[src/rtl/pcfs_pkg.sv]
`default_nettype none
package pcfs_pkg;

  localparam int ROM_SIZE  = 19;
  localparam int ROM_IDX_W = 5;
  localparam int MAX_OUT   = 4;
  localparam int CNT_W     = 3;
  localparam int CFG_IDX_W = 4;
  localparam int CFG_DAT_W = 14;

  localparam logic [CFG_IDX_W-1:0] CFG_ENABLE    = 4'd0;
  localparam logic [CFG_IDX_W-1:0] CFG_REV_LIMIT = 4'd1;

  localparam logic [10:0] ID_ENGINE  = 11'h186;
  localparam logic [10:0] ID_STATE   = 11'h1F6;
  localparam logic [10:0] ID_SPEED   = 11'h217;
  localparam logic [10:0] ID_COOLANT = 11'h5DA;
  localparam logic [10:0] ID_INTAKE  = 11'h65C;

  localparam logic [14:0] SPEED_MAX   = 15'd32000;
  localparam logic [29:0] SPEED_GAIN  = 30'd16712;
  localparam logic [14:0] SPEED_BIAS  = 15'd125;
  localparam logic [12:0] RAW_MAX     = 13'd4095;
  localparam logic [11:0] IDLE_MAX    = 12'd2040;
  localparam logic [13:0] REV_MAX     = 14'd8160;
  localparam logic [7:0]  SPEED_FLAG  = 8'h70;
  localparam logic [7:0]  STATE_MASK  = 8'h3F;

  typedef enum logic [1:0] {
    S_IDLE,
    S_PREP,
    S_SCAN,
    S_FINISH
  } state_t;

  typedef struct packed {
    logic [10:0]     id;
    logic [3:0]      len;
    logic [7:0]      period;
    logic [7:0]      phase;
    logic [7:0][7:0] base;
  } rom_entry_t;

  typedef struct packed {
    logic [10:0]     id;
    logic [3:0]      len;
    logic [7:0][7:0] data;
  } frame_t;

  typedef struct packed {
    logic [15:0]        q3;
    logic               running;
    logic signed [8:0]  clt;
    logic               cval;
    logic signed [8:0]  iat;
    logic               ival;
    logic [11:0]        idle;
  } sensor_t;

  typedef struct packed {
    logic clear;
    logic update;
    logic advance;
  } phase_ctrl_t;

  function automatic rom_entry_t mk(input logic [10:0] id, input logic [3:0] len,
                                    input logic [7:0] period, input logic [7:0] phase,
                                    input logic [63:0] base);
    rom_entry_t e;
    e.id     = id;
    e.len    = len;
    e.period = period;
    e.phase  = phase;
    e.base   = base;
    return e;
  endfunction

  function automatic rom_entry_t rom_entry(input logic [ROM_IDX_W-1:0] idx);
    rom_entry_t e;
    case (idx)
      5'd0:    e = mk(11'h186, 4'd7, 8'd2,   8'd0,  64'h00200020_03320000);
      5'd1:    e = mk(11'h189, 4'd8, 8'd2,   8'd1,  64'h0000B900_32200332);
      5'd2:    e = mk(11'h18A, 4'd6, 8'd2,   8'd0,  64'h000000FE_06000032);
      5'd3:    e = mk(11'h1F6, 4'd8, 8'd2,   8'd1,  64'h00000000_2E020000);
      5'd4:    e = mk(11'h217, 4'd8, 8'd4,   8'd0,  64'h88000000_00000000);
      5'd5:    e = mk(11'h2A9, 4'd1, 8'd4,   8'd1,  64'h00000000_000000F4);
      5'd6:    e = mk(11'h2C6, 4'd6, 8'd4,   8'd2,  64'h00000000_40000000);
      5'd7:    e = mk(11'h36E, 4'd4, 8'd20,  8'd3,  64'h00000000_99099909);
      5'd8:    e = mk(11'h3A5, 4'd3, 8'd20,  8'd4,  64'h00000000_00000000);
      5'd9:    e = mk(11'h41A, 4'd8, 8'd20,  8'd5,  64'h00000000_00000300);
      5'd10:   e = mk(11'h41D, 4'd4, 8'd20,  8'd6,  64'h00000000_00FFFE48);
      5'd11:   e = mk(11'h511, 4'd7, 8'd20,  8'd7,  64'h00000000_00000000);
      5'd12:   e = mk(11'h522, 4'd8, 8'd20,  8'd8,  64'h00000000_00000000);
      5'd13:   e = mk(11'h5DA, 4'd8, 8'd20,  8'd9,  64'h00FFFF00_00000000);
      5'd14:   e = mk(11'h648, 4'd8, 8'd20,  8'd10, 64'h18FE7F00_00F0FFC3);
      5'd15:   e = mk(11'h65C, 4'd3, 8'd20,  8'd11, 64'h00000000_0000FF00);
      5'd16:   e = mk(11'h66A, 4'd8, 8'd20,  8'd12, 64'h0000C001_0100FF08);
      5'd17:   e = mk(11'h6FD, 4'd4, 8'd20,  8'd13, 64'h00000000_20990000);
      5'd18:   e = mk(11'h5E2, 4'd2, 8'd200, 8'd19, 64'h00000000_00000000);
      default: e = mk(11'h000, 4'd0, 8'd1,   8'd1,  64'h00000000_00000000);
    endcase
    return e;
  endfunction

endpackage
`default_nettype wire

[src/rtl/pcfs_phase_unit.sv]
`default_nettype none
module pcfs_phase_unit
  import pcfs_pkg::*;
#(
  parameter int SLOTS     = 19,
  parameter int SLOT_W    = 5,
  parameter int TICK_WRAP = 200
) (
  input  wire logic              clk,
  input  wire logic              rst,
  input  wire phase_ctrl_t       ctrl,
  input  wire logic [SLOT_W-1:0] slot,
  input  wire logic [7:0]        period,
  input  wire logic [7:0]        phase,
  output logic                   match,
  output logic [7:0]             tick_count
);

  localparam logic [8:0] WRAP = 9'(TICK_WRAP);

  logic [7:0] cnt [SLOTS];
  logic [7:0] cur;
  logic [8:0] cur_inc;
  logic [8:0] tick_inc;
  logic       wrap;
  logic [7:0] cnt_next;
  logic [7:0] tick_next;

  always_comb begin
    cur       = cnt[slot];
    cur_inc   = {1'b0, cur} + 9'd1;
    tick_inc  = {1'b0, tick_count} + 9'd1;
    wrap      = (tick_inc == WRAP);
    cnt_next  = (wrap || cur_inc == {1'b0, period}) ? 8'd0 : cur_inc[7:0];
    tick_next = wrap ? 8'd0 : tick_inc[7:0];
    match     = (cur == phase);
  end

  always_ff @(posedge clk) begin
    if (rst || ctrl.clear) begin
      for (int i = 0; i < SLOTS; i++) begin
        cnt[i] <= 8'd0;
      end
      tick_count <= 8'd0;
    end else begin
      if (ctrl.update) begin
        cnt[slot] <= cnt_next;
      end
      if (ctrl.advance) begin
        tick_count <= tick_next;
      end
    end
  end

endmodule
`default_nettype wire

[src/rtl/pcfs_frame_builder.sv]
`default_nettype none
module pcfs_frame_builder
  import pcfs_pkg::*;
(
  input  wire rom_entry_t  entry,
  input  wire sensor_t     sens,
  input  wire logic [11:0] raw_speed,
  input  wire logic [13:0] rev_limit,
  output frame_t           frame,
  output logic             skip
);

  logic [7:0][7:0]   m;
  logic [1:0]        run_state;
  logic signed [9:0] clt_x;
  logic signed [9:0] iat_x;
  logic [9:0]        clt_adj;
  logic [9:0]        iat_adj;
  logic [7:0]        clt_byte;
  logic [6:0]        iat_val;
  logic [10:0]       idle_c;
  logic [12:0]       rev_c;

  always_comb begin
    run_state = (sens.q3 == 16'd0) ? 2'd0 : (sens.running ? 2'd2 : 2'd1);
    clt_x     = {sens.clt[8], sens.clt};
    iat_x     = {sens.iat[8], sens.iat};
    clt_adj   = 10'(clt_x + 10'sd40);
    iat_adj   = 10'(iat_x + 10'sd40);
    if (clt_x < -10'sd40) begin
      clt_byte = 8'd0;
    end else if (clt_x > 10'sd215) begin
      clt_byte = 8'd255;
    end else begin
      clt_byte = clt_adj[7:0];
    end
    if (iat_x < -10'sd40) begin
      iat_val = 7'd0;
    end else if (iat_x > 10'sd87) begin
      iat_val = 7'd127;
    end else begin
      iat_val = iat_adj[6:0];
    end
    idle_c = (sens.idle > IDLE_MAX) ? IDLE_MAX[10:0] : sens.idle[10:0];
    rev_c  = (rev_limit > REV_MAX) ? REV_MAX[12:0] : rev_limit[12:0];

    m = entry.base;
    case (entry.id)
      ID_ENGINE: begin
        m[0] = sens.q3[15:8];
        m[1] = sens.q3[7:0];
      end
      ID_STATE: begin
        m[2] = {run_state, m[2][5:0] & STATE_MASK[5:0]};
      end
      ID_SPEED: begin
        m[2] = (sens.q3 != 16'd0) ? SPEED_FLAG : 8'd0;
        m[3] = raw_speed[11:4];
        m[4] = {raw_speed[3:0], m[4][3:0]};
      end
      ID_COOLANT: begin
        m[0] = clt_byte;
        m[1] = idle_c[10:3];
        m[4] = rev_c[12:5];
      end
      ID_INTAKE: begin
        m[0] = {iat_val, 1'b0};
      end
      default: begin
      end
    endcase

    frame.id  = entry.id;
    frame.len = entry.len;
    for (int j = 0; j < 8; j++) begin
      frame.data[j] = (4'(j) < entry.len) ? m[j] : 8'd0;
    end
    skip = ((entry.id == ID_COOLANT) && !sens.cval) || ((entry.id == ID_INTAKE) && !sens.ival);
  end

endmodule
`default_nettype wire

[src/rtl/periodic_can_frame_scheduler_core.sv]
`default_nettype none
// Periodic CAN frame scheduler. Each input transaction is one 5 ms tick with sensor readings;
// it yields up to four frame transactions, the final one flagged by last_frame. A tick passes
// through an accept step, the indicated-speed multiply, a scan of each ROM slot in turn through
// the shared phase compare and increment unit (one slot per cycle while the output register is
// not held), and a flush of the last frame. A tick arriving while enable is low produces no
// frames and clears the tick counter.
// Configuration writes are accepted in any cycle and must only be issued while the block is idle.
module periodic_can_frame_scheduler_core
  import pcfs_pkg::*;
#(
  parameter int TICK_WRAP   = 200,
  parameter int FRAME_SLOTS = 19
) (
  input  wire logic                 clk,
  input  wire logic                 rst,
  input  wire logic                 cfg_valid,
  output logic                      cfg_ready,
  input  wire logic [CFG_IDX_W-1:0] cfg_index,
  input  wire logic [CFG_DAT_W-1:0] cfg_data,
  input  wire logic                 in_valid,
  output logic                      in_ready,
  input  wire logic [15:0]          engine_speed_q3,
  input  wire logic                 engine_running,
  input  wire logic [15:0]          road_speed_q6,
  input  wire logic signed [8:0]    coolant_temp,
  input  wire logic                 coolant_valid,
  input  wire logic signed [8:0]    intake_temp,
  input  wire logic                 intake_valid,
  input  wire logic [11:0]          idle_target_rpm,
  output logic                      out_valid,
  input  wire logic                 out_ready,
  output logic [10:0]               frame_id,
  output logic [3:0]                data_length,
  output logic [7:0]                data_0,
  output logic [7:0]                data_1,
  output logic [7:0]                data_2,
  output logic [7:0]                data_3,
  output logic [7:0]                data_4,
  output logic [7:0]                data_5,
  output logic [7:0]                data_6,
  output logic [7:0]                data_7,
  output logic                      last_frame
);

  localparam int SLOTS  = (FRAME_SLOTS < ROM_SIZE) ? FRAME_SLOTS : ROM_SIZE;
  localparam int SLOT_W = (SLOTS > 1) ? $clog2(SLOTS) : 1;
  localparam logic [SLOT_W-1:0] LAST_SLOT = SLOT_W'(SLOTS - 1);

  state_t            state;
  state_t            state_next;
  logic [SLOT_W-1:0] slot;
  logic [CNT_W-1:0]  frame_count;
  logic              enable;
  logic [13:0]       rev_limit;
  sensor_t           sens;
  logic [15:0]       spd;
  logic [14:0]       ind;
  frame_t            pend;
  logic              pend_valid;
  frame_t            out_frame;

  logic              in_accept;
  phase_ctrl_t       pctrl;
  logic              match;
  logic [7:0]        tick_count;
  rom_entry_t        entry;
  frame_t            frame;
  logic              skip;
  logic              due;
  logic              stall;
  logic              move_ok;
  logic              take;
  logic              move;
  logic [14:0]       q6c;
  logic [29:0]       prod;
  logic [14:0]       ind_next;
  logic [17:0]       ind_x5;
  logic [12:0]       raw13;
  logic [11:0]       raw_speed;

  assign cfg_ready = 1'b1;

  always_ff @(posedge clk) begin
    if (rst) begin
      enable    <= 1'b0;
      rev_limit <= 14'd0;
    end else if (cfg_valid && cfg_ready) begin
      case (cfg_index)
        CFG_ENABLE:    enable    <= cfg_data[0];
        CFG_REV_LIMIT: rev_limit <= cfg_data;
        default: begin
        end
      endcase
    end
  end

  always_comb begin
    entry     = rom_entry(ROM_IDX_W'(slot));
    q6c       = (spd > {1'b0, SPEED_MAX}) ? SPEED_MAX : spd[14:0];
    prod      = 30'(q6c) * SPEED_GAIN;
    ind_next  = (q6c == 15'd0) ? 15'd0 : 15'(prod[29:14] + 16'(SPEED_BIAS));
    ind_x5    = {1'b0, ind, 2'b00} + {3'b000, ind};
    raw13     = ind_x5[17:5];
    raw_speed = (raw13 > RAW_MAX) ? RAW_MAX[11:0] : raw13[11:0];
  end

  pcfs_phase_unit #(
    .SLOTS     (SLOTS),
    .SLOT_W    (SLOT_W),
    .TICK_WRAP (TICK_WRAP)
  ) u_phase (
    .clk        (clk),
    .rst        (rst),
    .ctrl       (pctrl),
    .slot       (slot),
    .period     (entry.period),
    .phase      (entry.phase),
    .match      (match),
    .tick_count (tick_count)
  );

  pcfs_frame_builder u_build (
    .entry     (entry),
    .sens      (sens),
    .raw_speed (raw_speed),
    .rev_limit (rev_limit),
    .frame     (frame),
    .skip      (skip)
  );

  always_comb begin
    state_next = state;
    case (state)
      S_IDLE: begin
        if (in_valid && enable) begin
          state_next = S_PREP;
        end
      end
      S_PREP: begin
        state_next = S_SCAN;
      end
      S_SCAN: begin
        if (!stall && slot == LAST_SLOT) begin
          state_next = S_FINISH;
        end
      end
      S_FINISH: begin
        if (!pend_valid || move_ok) begin
          state_next = S_IDLE;
        end
      end
      default: state_next = S_IDLE;
    endcase
  end

  always_comb begin
    in_ready      = (state == S_IDLE);
    in_accept     = in_valid && in_ready;
    move_ok       = !out_valid || out_ready;
    due           = (state == S_SCAN) && match && !skip && (frame_count < CNT_W'(MAX_OUT));
    stall         = due && pend_valid && !move_ok;
    take          = due && !stall;
    move          = (take && pend_valid) || ((state == S_FINISH) && pend_valid && move_ok);
    pctrl.clear   = in_accept && !enable;
    pctrl.update  = (state == S_SCAN) && !stall;
    pctrl.advance = pctrl.update && (slot == LAST_SLOT);
  end

  always_ff @(posedge clk) begin
    if (rst) begin
      state       <= S_IDLE;
      slot        <= '0;
      frame_count <= '0;
      pend_valid  <= 1'b0;
      out_valid   <= 1'b0;
    end else begin
      state <= state_next;
      if (state == S_PREP) begin
        slot        <= '0;
        frame_count <= '0;
      end else if (pctrl.update && slot != LAST_SLOT) begin
        slot <= slot + 1'b1;
      end
      if (take) begin
        frame_count <= frame_count + 1'b1;
        pend_valid  <= 1'b1;
      end else if (move) begin
        pend_valid <= 1'b0;
      end
      if (move) begin
        out_valid <= 1'b1;
      end else if (out_ready) begin
        out_valid <= 1'b0;
      end
    end
  end

  always_ff @(posedge clk) begin
    if (in_accept) begin
      sens.q3      <= engine_speed_q3;
      sens.running <= engine_running;
      sens.clt     <= coolant_temp;
      sens.cval    <= coolant_valid;
      sens.iat     <= intake_temp;
      sens.ival    <= intake_valid;
      sens.idle    <= idle_target_rpm;
      spd          <= road_speed_q6;
    end
    if (state == S_PREP) begin
      ind <= ind_next;
    end
    if (take) begin
      pend <= frame;
    end
    if (move) begin
      out_frame  <= pend;
      last_frame <= (state == S_FINISH);
    end
  end

  assign frame_id    = out_frame.id;
  assign data_length = out_frame.len;
  assign data_0      = out_frame.data[0];
  assign data_1      = out_frame.data[1];
  assign data_2      = out_frame.data[2];
  assign data_3      = out_frame.data[3];
  assign data_4      = out_frame.data[4];
  assign data_5      = out_frame.data[5];
  assign data_6      = out_frame.data[6];
  assign data_7      = out_frame.data[7];

  assert property (@(posedge clk) disable iff (rst) frame_count <= CNT_W'(MAX_OUT))
    else $error("frame count exceeds limit");

  assert property (@(posedge clk) disable iff (rst) (state == S_IDLE) |-> !pend_valid)
    else $error("pending frame left behind at idle");

  assert property (@(posedge clk) disable iff (rst)
    (in_valid && in_ready && !enable) |=> (tick_count == 8'd0))
    else $error("disabled tick did not clear counter");

endmodule
`default_nettype wire
[config.mk]
export PLATFORM = sky130hd
export DESIGN_NAME = periodic_can_frame_scheduler_core
export DESIGN_NICKNAME = d
export VERILOG_FILES = /design/src/rtl/pcfs_pkg.sv /design/src/rtl/pcfs_phase_unit.sv /design/src/rtl/pcfs_frame_builder.sv /design/src/rtl/periodic_can_frame_scheduler_core.sv
export SDC_FILE = /design/constraint.sdc
export NUM_CORES = 1
export LEC_CHECK = 0
export ABC_AREA = 1
export BUFFER_PORTS_ARGS = -buffer_cell sky130_fd_sc_hd__buf_2
export CELL_PAD_IN_SITES_DETAIL_PLACEMENT = 1
export CELL_PAD_IN_SITES_GLOBAL_PLACEMENT = 1
export CORE_MARGIN = 2
export CORE_UTILIZATION = 52
export CTS_CLUSTER_DIAMETER = 120
export CTS_CLUSTER_SIZE = 8
export DETAILED_ROUTE_END_ITERATION = 12
export PLACE_DENSITY_LB_ADDON = 0.1
export SYNTH_ARGS = -nofsm -noshare
export SYNTH_HDL_FRONTEND = slang
export SYNTH_SLANG_ARGS = --single-unit
[constraint.sdc]
create_clock -name clk -period 11.59 [get_ports clk]
set_clock_uncertainty 0.1 [all_clocks]
set_input_delay 1.159 -clock clk [delete_from_list [all_inputs] [get_ports clk]]
set_output_delay 1.159 -clock clk [all_outputs]
set_load 0.1 [all_outputs]
Word-level counts from Yosys, hierarchy flattened
Memories as Yosys holds them, arrays and structs flattened. A register that Yosys moved wholly into a read port is not among the register bits.
Cells that the tools add are included.
{ "classes": {"add_sub_neg": 8, "mul": 1, "n_eq_ne": 17, "order_cmp": 17, "n_reduce_logical": 45, "n_mux": 40} }
{ "op_table": {"columns": ["op", "n"], "rows": [
  ["2-to-1 mux 8 bit", 6],
  ["one-hot mux 8 bit (2 select lines)", 3],
  ["multiplier 15 x 12 -> 26 bit, second input constant", 1],
  ["2-to-1 mux 5 bit", 5],
  ["one-hot mux 8 bit (3 select lines)", 1],
  ["equality test 11 bit, second input constant", 2],
  ["equality test 11 x 9 -> 1 bit, second input constant", 2],
  ["2-to-1 mux 7 bit", 3],
  ["adder 17 x 15 -> 18 bit", 1],
  ["adder 8 x 1 -> 9 bit, second input constant", 2],
  ["logical AND 1 bit", 18],
  ["< comparator 9 x 7 -> 1 bit, second input constant", 2],
  ["greater-than comparator 16 x 15 -> 1 bit, second input constant", 1],
  ["logical NOT 16 bit", 1],
  ["< comparator 3 x 4 -> 1 bit, first input constant", 4],
  ["nonzero test 16 bit", 1],
  ["adder 15 x 7 -> 15 bit, second input constant", 1],
  ["logical NOT 15 bit", 1],
  ["2-to-1 mux 15 bit", 1],
  ["greater-than comparator 14 x 13 -> 1 bit, second input constant", 1],
  ["greater-than comparator 13 x 12 -> 1 bit, second input constant", 1],
  ["2-to-1 mux 13 bit", 1],
  ["greater-than comparator 12 x 11 -> 1 bit, second input constant", 1],
  ["2-to-1 mux 12 bit", 1],
  ["other kinds (34)", 67]
]} }
{ "totals": {"n_memories": 2, "output_inout_bits": 83, "mem_bits_ro": 2752, "ff_bits": 274, "elab_cells": 168, "mem_bits_rw": 152, "input_bits": 88} }
{ "memory_table": {"columns": ["name", "depth", "width", "rd", "rd_clocked_by_memory_dff", "wr", "line", "text"], "rows": [
  ["(no name shown)", 32, 86, 1, 1, 0, "pcfs_pkg.sv:80", "case (idx)"],
  ["u_phase.cnt", 19, 8, 1, 1, 19, "pcfs_phase_unit.sv:21", "logic [7:0] cnt [SLOTS];"]
]} }

Depth between registers and ports, before layout
{ "logic_depth": {"ltp_word": 15, "mapped_depth": 34, "ltp_nobuf": 33} }

Modules after synthesis
From an unflattened synthesis, not the netlist that was laid out.
{ "hier_totals": {"cells_unflattened": 2866, "hier_area_um2": 28523.6} }
{ "modules_own_cells": {"columns": ["mod", "cells_per_inst", "area_each_um2", "n_inst", "seq_area_each_um2"], "rows": [
  ["periodic_can_frame_scheduler_core", 1158, 14099.8, 1, 8938.6],
  ["pcfs_phase_unit", 1267, 12380.6, 1, 7767.4],
  ["pcfs_frame_builder", 441, 2043.2, 1, 0.0]
]} }

Worst setup path after synthesis
No wires, ideal clock.
{ "synth_path": {"path_kind": "reg-to-reg", "start": "register spd[15]", "end": "register ind[13], data pin", "synth_period_minus_slack_ps": 5699, "arrival_ps": 5347, "setup_ps": 252, "stages_incl_launch_ff": 30, "required_time_ps": 11238, "path_buffers": 1, "path_slack_ps": 5891, "cell_sequence": "edfxtp_1 -> nor3_1 -> a21o_1 -> nand2_1 -> inv_1 -> clkbuf_1 -> nor2_1 -> inv_1 -> ha_1 -> ha_1 -> ha_1 -> fa_1 -> inv_1 -> fa_1 -> inv_1 -> ha_1 -> nand2_1 -> nor2_1 -> nand2_1 -> o21ai_0 -> nand2_1 -> nand2_1 -> xor2_1 -> nand2_1 -> nor2_1 -> inv_1 -> nor2_1 -> nand2_1 -> nand2_1 -> nand2_1"} }
{ "synth_between": {"elab_chain_cells": 4, "word_cells_on_any_way": 5, "cone_classes": "add/sub (1); mul (1); order compare (1); mux (1); reduce/logical (1)"} }
{ "synth_rtl": {"columns": ["item", "line", "text"], "rows": [
  ["from (decl)", "periodic_can_frame_scheduler_core.sv:57", "logic [15:0] spd;"],
  ["from (signal assigned)", "periodic_can_frame_scheduler_core.sv:208", "spd <= road_speed_q6;"],
  ["greater-than comparator 16 x 15 -> 1 bit (*)", "periodic_can_frame_scheduler_core.sv:100", "q6c = (spd > {1'b0, SPEED_MAX}) ? SPEED_MAX : spd[14:0];"],
  ["2-to-1 mux 15 bit (*)", "periodic_can_frame_scheduler_core.sv:100", null],
  ["multiplier 15 x 12 -> 26 bit", "periodic_can_frame_scheduler_core.sv:101", "prod = 30'(q6c) * SPEED_GAIN;"],
  ["adder 15 x 7 -> 15 bit", "periodic_can_frame_scheduler_core.sv:102", "ind_next = (q6c == 15'd0) ? 15'd0 : 15'(prod[29:14] + 16'(SPEED_BIAS));"],
  ["to (signal assigned)", "periodic_can_frame_scheduler_core.sv:211", "ind <= ind_next;"],
  ["to (decl)", "periodic_can_frame_scheduler_core.sv:58", "logic [14:0] ind;"]
]} }
Every way passes the cells marked *; elsewhere a longest branch is shown, timed or not.
A chain may end at the register's enable or synchronous reset.

Worst setup path after layout
{ "layout_path": {"start": "register spd[6]", "end": "register ind[11], data pin"} }
{ "layout_between": {"elab_chain_cells": 4, "word_cells_on_any_way": 5, "cone_classes": "add/sub (1); mul (1); order compare (1); mux (1); reduce/logical (1)"} }
{ "layout_rtl": {"columns": ["item", "line"], "rows": [
  ["greater-than comparator 16 x 15 -> 1 bit", "periodic_can_frame_scheduler_core.sv:100"],
  ["2-to-1 mux 15 bit (*)", "periodic_can_frame_scheduler_core.sv:100"],
  ["multiplier 15 x 12 -> 26 bit", "periodic_can_frame_scheduler_core.sv:101"],
  ["adder 15 x 7 -> 15 bit", "periodic_can_frame_scheduler_core.sv:102"]
]} }
Marked as above.

==> metrics.md <==
| Metric | Value |
|---|---|
| First-pass DRT Iterations | `5` |
| Hold Crit Endpoint | `frame_id[5]$_DFFE_PP_` |
| Period minus WS final | `6.758 ns` |
| Post-CTS setup buffer count | `0` |
| DR iter-0 viols | `1577` |
| Count of final max-slew check failures | `0` |
| Mean post-synth cell area | `9.828 sq um` |
| Worst Path Buf+Inv | `6` |
| CTS Buf Count | `80` |
| Clock Tree Buf Depth | `3` |
| R2r setup slk | `4.83 ns` |
| Post-DP HPWL | `between 50 and 60 mm` |
| Multiplexer share of the synthesized area | `0` |
| Worst slew pin tran | `1.163 ns` |
| Sw Share | `0.4117` |
| Routed WL | `78.55 mm` |
| Hold/Removal Path Class | `flop to flop` |
| Worst reg2reg path startpoint | `spd[6]$_DFFE_PP_` |
| Status | `finished, final reports clean` |
| Worst path most repeated cell | `nand2_1` |
| Synth unique cells | `55` |
| Core Area | `51090 sq um` |
| Pin count of the biggest net entering global routing | `71` |
| Number of global-route vias before repair | `21.68k` |
| # diodes | `0` |
| Area leader, netlist | `edfxtp_1` |
| Startpoint Class | `flop` |
| P&R area growth vs syn | `13.36%` |
| Top cells by count, synth | `nand2_1 (682), edfxtp_1 (457), nand3_1 (293)` |
| Worst vdd ir | `334.6 uV` |
| Most used DFF post-synth | `edfxtp_1` |
| Fraction of final layout cells with drive strength greater than 1 | `0.1085` |
| Num rows | `83` |
| CP max stage delay | `approximately 0.55 ns` |
| Post-synth EDFFs | `457` |
| CP Data Arrival Time | `7.00 ns` |
| Critical-path top delay cell | `fa_1` |
| Largest family of logic cells by synthesized area | `simple AND/OR/NAND/NOR gates` |
| Post-synthesis async set-or-reset flop share | `0` |
| GPL Wtd Cong | `0.8792` |
| Clock share of power | `0.254` |
| FF-to-FF path depth | `30` |
| Yosys top cell area share | `0.5128` |
| Sequential fraction of the synthesis area | `0.5944` |
| Worst r2r dst | `ind[11]$_SDFFCE_PN0P_` |
| Yosys reg bits | `566` |
| Via density per instance | `5.713` |
| Max FO, Critical Path | `16` |
| Max Cap Viol | `0` |
| Die Wd | `230.9 um` |
| WL/cell | `21.70 um` |
| Synth Area in Compound Gates | `0.05143` |
| Peak Freq | `roughly 150 MHz` |
| Crit Path Category | `flop to flop` |
| Synth Area in Simple Gates | `0.2229` |
| Final Cycle Share | `0.5831` |
| RSZ-0062 raised after global routing | `no` |
| Die Ht | `230.9 um` |
| Worst hold slack | `0.3163 ns` |
| Critical path endpoint category | `flop` |
| Final Hold Fails | `0` |
| Delay-heaviest family, CP | `adder cells` |
| Yosys warns | `0` |
| Fin Setup TNS | `0 ns` |
| Die Area | `53290 sq um` |
| Power Internal | `5.094 mW` |
| DRT antenna net count | `0` |
| Required @ worst endpoint | `11.83 ns` |
| Synth Area in Adders | `0.05826` |
| CTS tree | `done` |
| DRC | `0` |
| CTS Hold Bufs | `0` |
| Psw | `3.565 mW` |
| Clock Sinks | `566` |
| I/O Buffers | `between 150 and 200` |
| Hold Crit Depth | `0` |
| Grt ovf | `0` |
| Root buffer cell | `clkbuf_16` |
| Worst skew pair latency | `0.63 ns` |
| GRT Total Usage | `0.2963` |
| Pleak | `12.59 nW` |
| Clock transition at path regs | `0.05 ns` |
| First-pass GRT wire length | `121.6 mm` |
| Sequential power share | `0.324` |
| Power per Cell Area | `between 200 and 300 nW/um^2` |
| Count leader, synth | `nand2_1` |
| Synthesized cell area | `26760 sq um` |
| Hold_sp | `pend[73]$_DFFE_PP_` |
| Final setup viols | `0` |
| Synth Instances | `2723` |
| Xor/xnor share of the synthesized area | `0.01309` |
| Post_cts resized | `0` |
| Top cells by area, synth | `edfxtp_1 (51%), nand2_1 (9.6%), dfxtp_1 (8.2%), nand3_1 (5.5%), ha_1 (4.6%)` |
| NumNets Final | `3089` |
| Antenna violations before repair | `0` |
| Relative slew slack | `0.2215` |
| Starting density of the core | `0.5238` |
| I/O pins | `171` |
| Gate power share | `0.422` |
| Vias | `20.68k` |
| H-tree levels | `3` |
routing by layer:
layer | GRT usage | part of all wire
met5 | 0 | 0
met4 | 0.09415 | 0.024
met3 | 0.03977 | 0.055
met2 | 0.5191 | 0.50
met1 | 0.3812 | 0.42
how the worst max path moves through the flow:
stage | start | endpoint | slack, ns | cells after the start
after detailed placement | spd[6]$_DFFE_PP_ | ind[11]$_SDFFCE_PN0P_ | 4.93 | 30
after global placement | spd[15]$_DFFE_PP_ | ind[13]$_SDFFCE_PN0P_ | 5.42 | 28
after global routing | spd[6]$_DFFE_PP_ | ind[13]$_SDFFCE_PN0P_ | 4.31 | 30
after CTS | spd[6]$_DFFE_PP_ | ind[11]$_SDFFCE_PN0P_ | 4.82 | 30
final | spd[6]$_DFFE_PP_ | ind[11]$_SDFFCE_PN0P_ | 4.83 | 30
after floorplan | spd[15]$_DFFE_PP_ | ind[13]$_SDFFCE_PN0P_ | 5.89 | 29
cells in the final DEF, fill, tap and decap left out, types with 3 or more instances in the layout:
| cell | instances |
|---|---|
| nand3b_1 | 8 |
| buf_2 | 164 |
| a21oi_1 | 98 |
| xnor2_1 | 13 |
| nand3_2 | 3 |
| o21bai_1 | 5 |
| conb_1 | 6 |
| nor2_1 | 286 |
| o211ai_1 | 5 |
| o21a_1 | 5 |
| nand4_1 | 29 |
| nand2_1 | 682 |
| nor3_1 | 24 |
| nand2_2 | 6 |
| o31ai_1 | 3 |
| nand3_1 | 293 |
| nor2_2 | 7 |
| dfxtp_1 | 107 |
| a211oi_1 | 3 |
| clkbuf_16 | 81 |
| o21ai_1 | 12 |
| o21ai_0 | 92 |
| xor2_1 | 27 |
| buf_4 | 13 |
| and2_1 | 3 |
| clkbuf_1 | 48 |
| edfxtp_1 | 457 |
| inv_1 | 254 |
| ha_1 | 99 |
| nor4_1 | 14 |
| a31oi_1 | 12 |
| nand3_4 | 7 |
| nor2_4 | 3 |
| fa_1 | 16 |
| a21o_1 | 6 |
| inv_2 | 16 |
power groups by stage:
stage / logic [mW] / registers (mW) / clock network (mW)
after floorplan: 2.67 / 2.75 / 0
after global placement: 3.44 / 2.82 / 0
after CTS: 3.65 / 2.80 / 2.22
after global routing: 4.12 / 2.83 / 2.30
after detailed placement: 3.60 / 2.83 / 0
final: 3.65 / 2.80 / 2.20
stage by stage:
step	setup slack [ns]	util	area, sq um	total power, mW	cells
after floorplan	5.891	-	26780	5.419	2727
after global placement	5.418	0.5480	28000	6.253	3484
after detailed placement	4.928	0.5480	28000	6.434	3484
after CTS	4.817	0.5937	30340	8.677	3620
after global routing	4.311	0.5937	30340	9.246	3620
final	4.832	0.5937	30340	8.658	3620
flip-flops by register name (all words and copies together) (netlist names), 2 cells and up, named ones only:
signal              count
data_5                  4
data_2                  7
u_phase.cnt           256
data_length             4
slot                    5
pend                   64
u_phase.tick_count      8
frame_id               11
rev_limit              14
frame_count             3
data_0                  8
data_7                  3
data_3                  8
data_6                  3
data_4                  8
ind                    15
spd                    16
sens                   49
data_1                  8
state                   2
entry                  61
kinds of logic after synthesis:
family / after synthesis
xor gates and xnor gates: 40
DFF: 566
AOI/OAI and AO/OA: 252
adders and majority gates: 115
and+or+nand+nor: 1376
buffers and inverters: 372
other: 2
final cells by class:
class,count,area (sq um)
Fill cell,5698,20760
Sequential cell,566,15910
Multi-Input combinational cell,1789,9296
Clock buffer,130,2221
Inverter,272,1022
Timing Repair Buffer,177,918.4
Tap cell,680,850.8
Clock inverter,6,117.6
No activity file was read; power rests on OpenSTA's default activity.
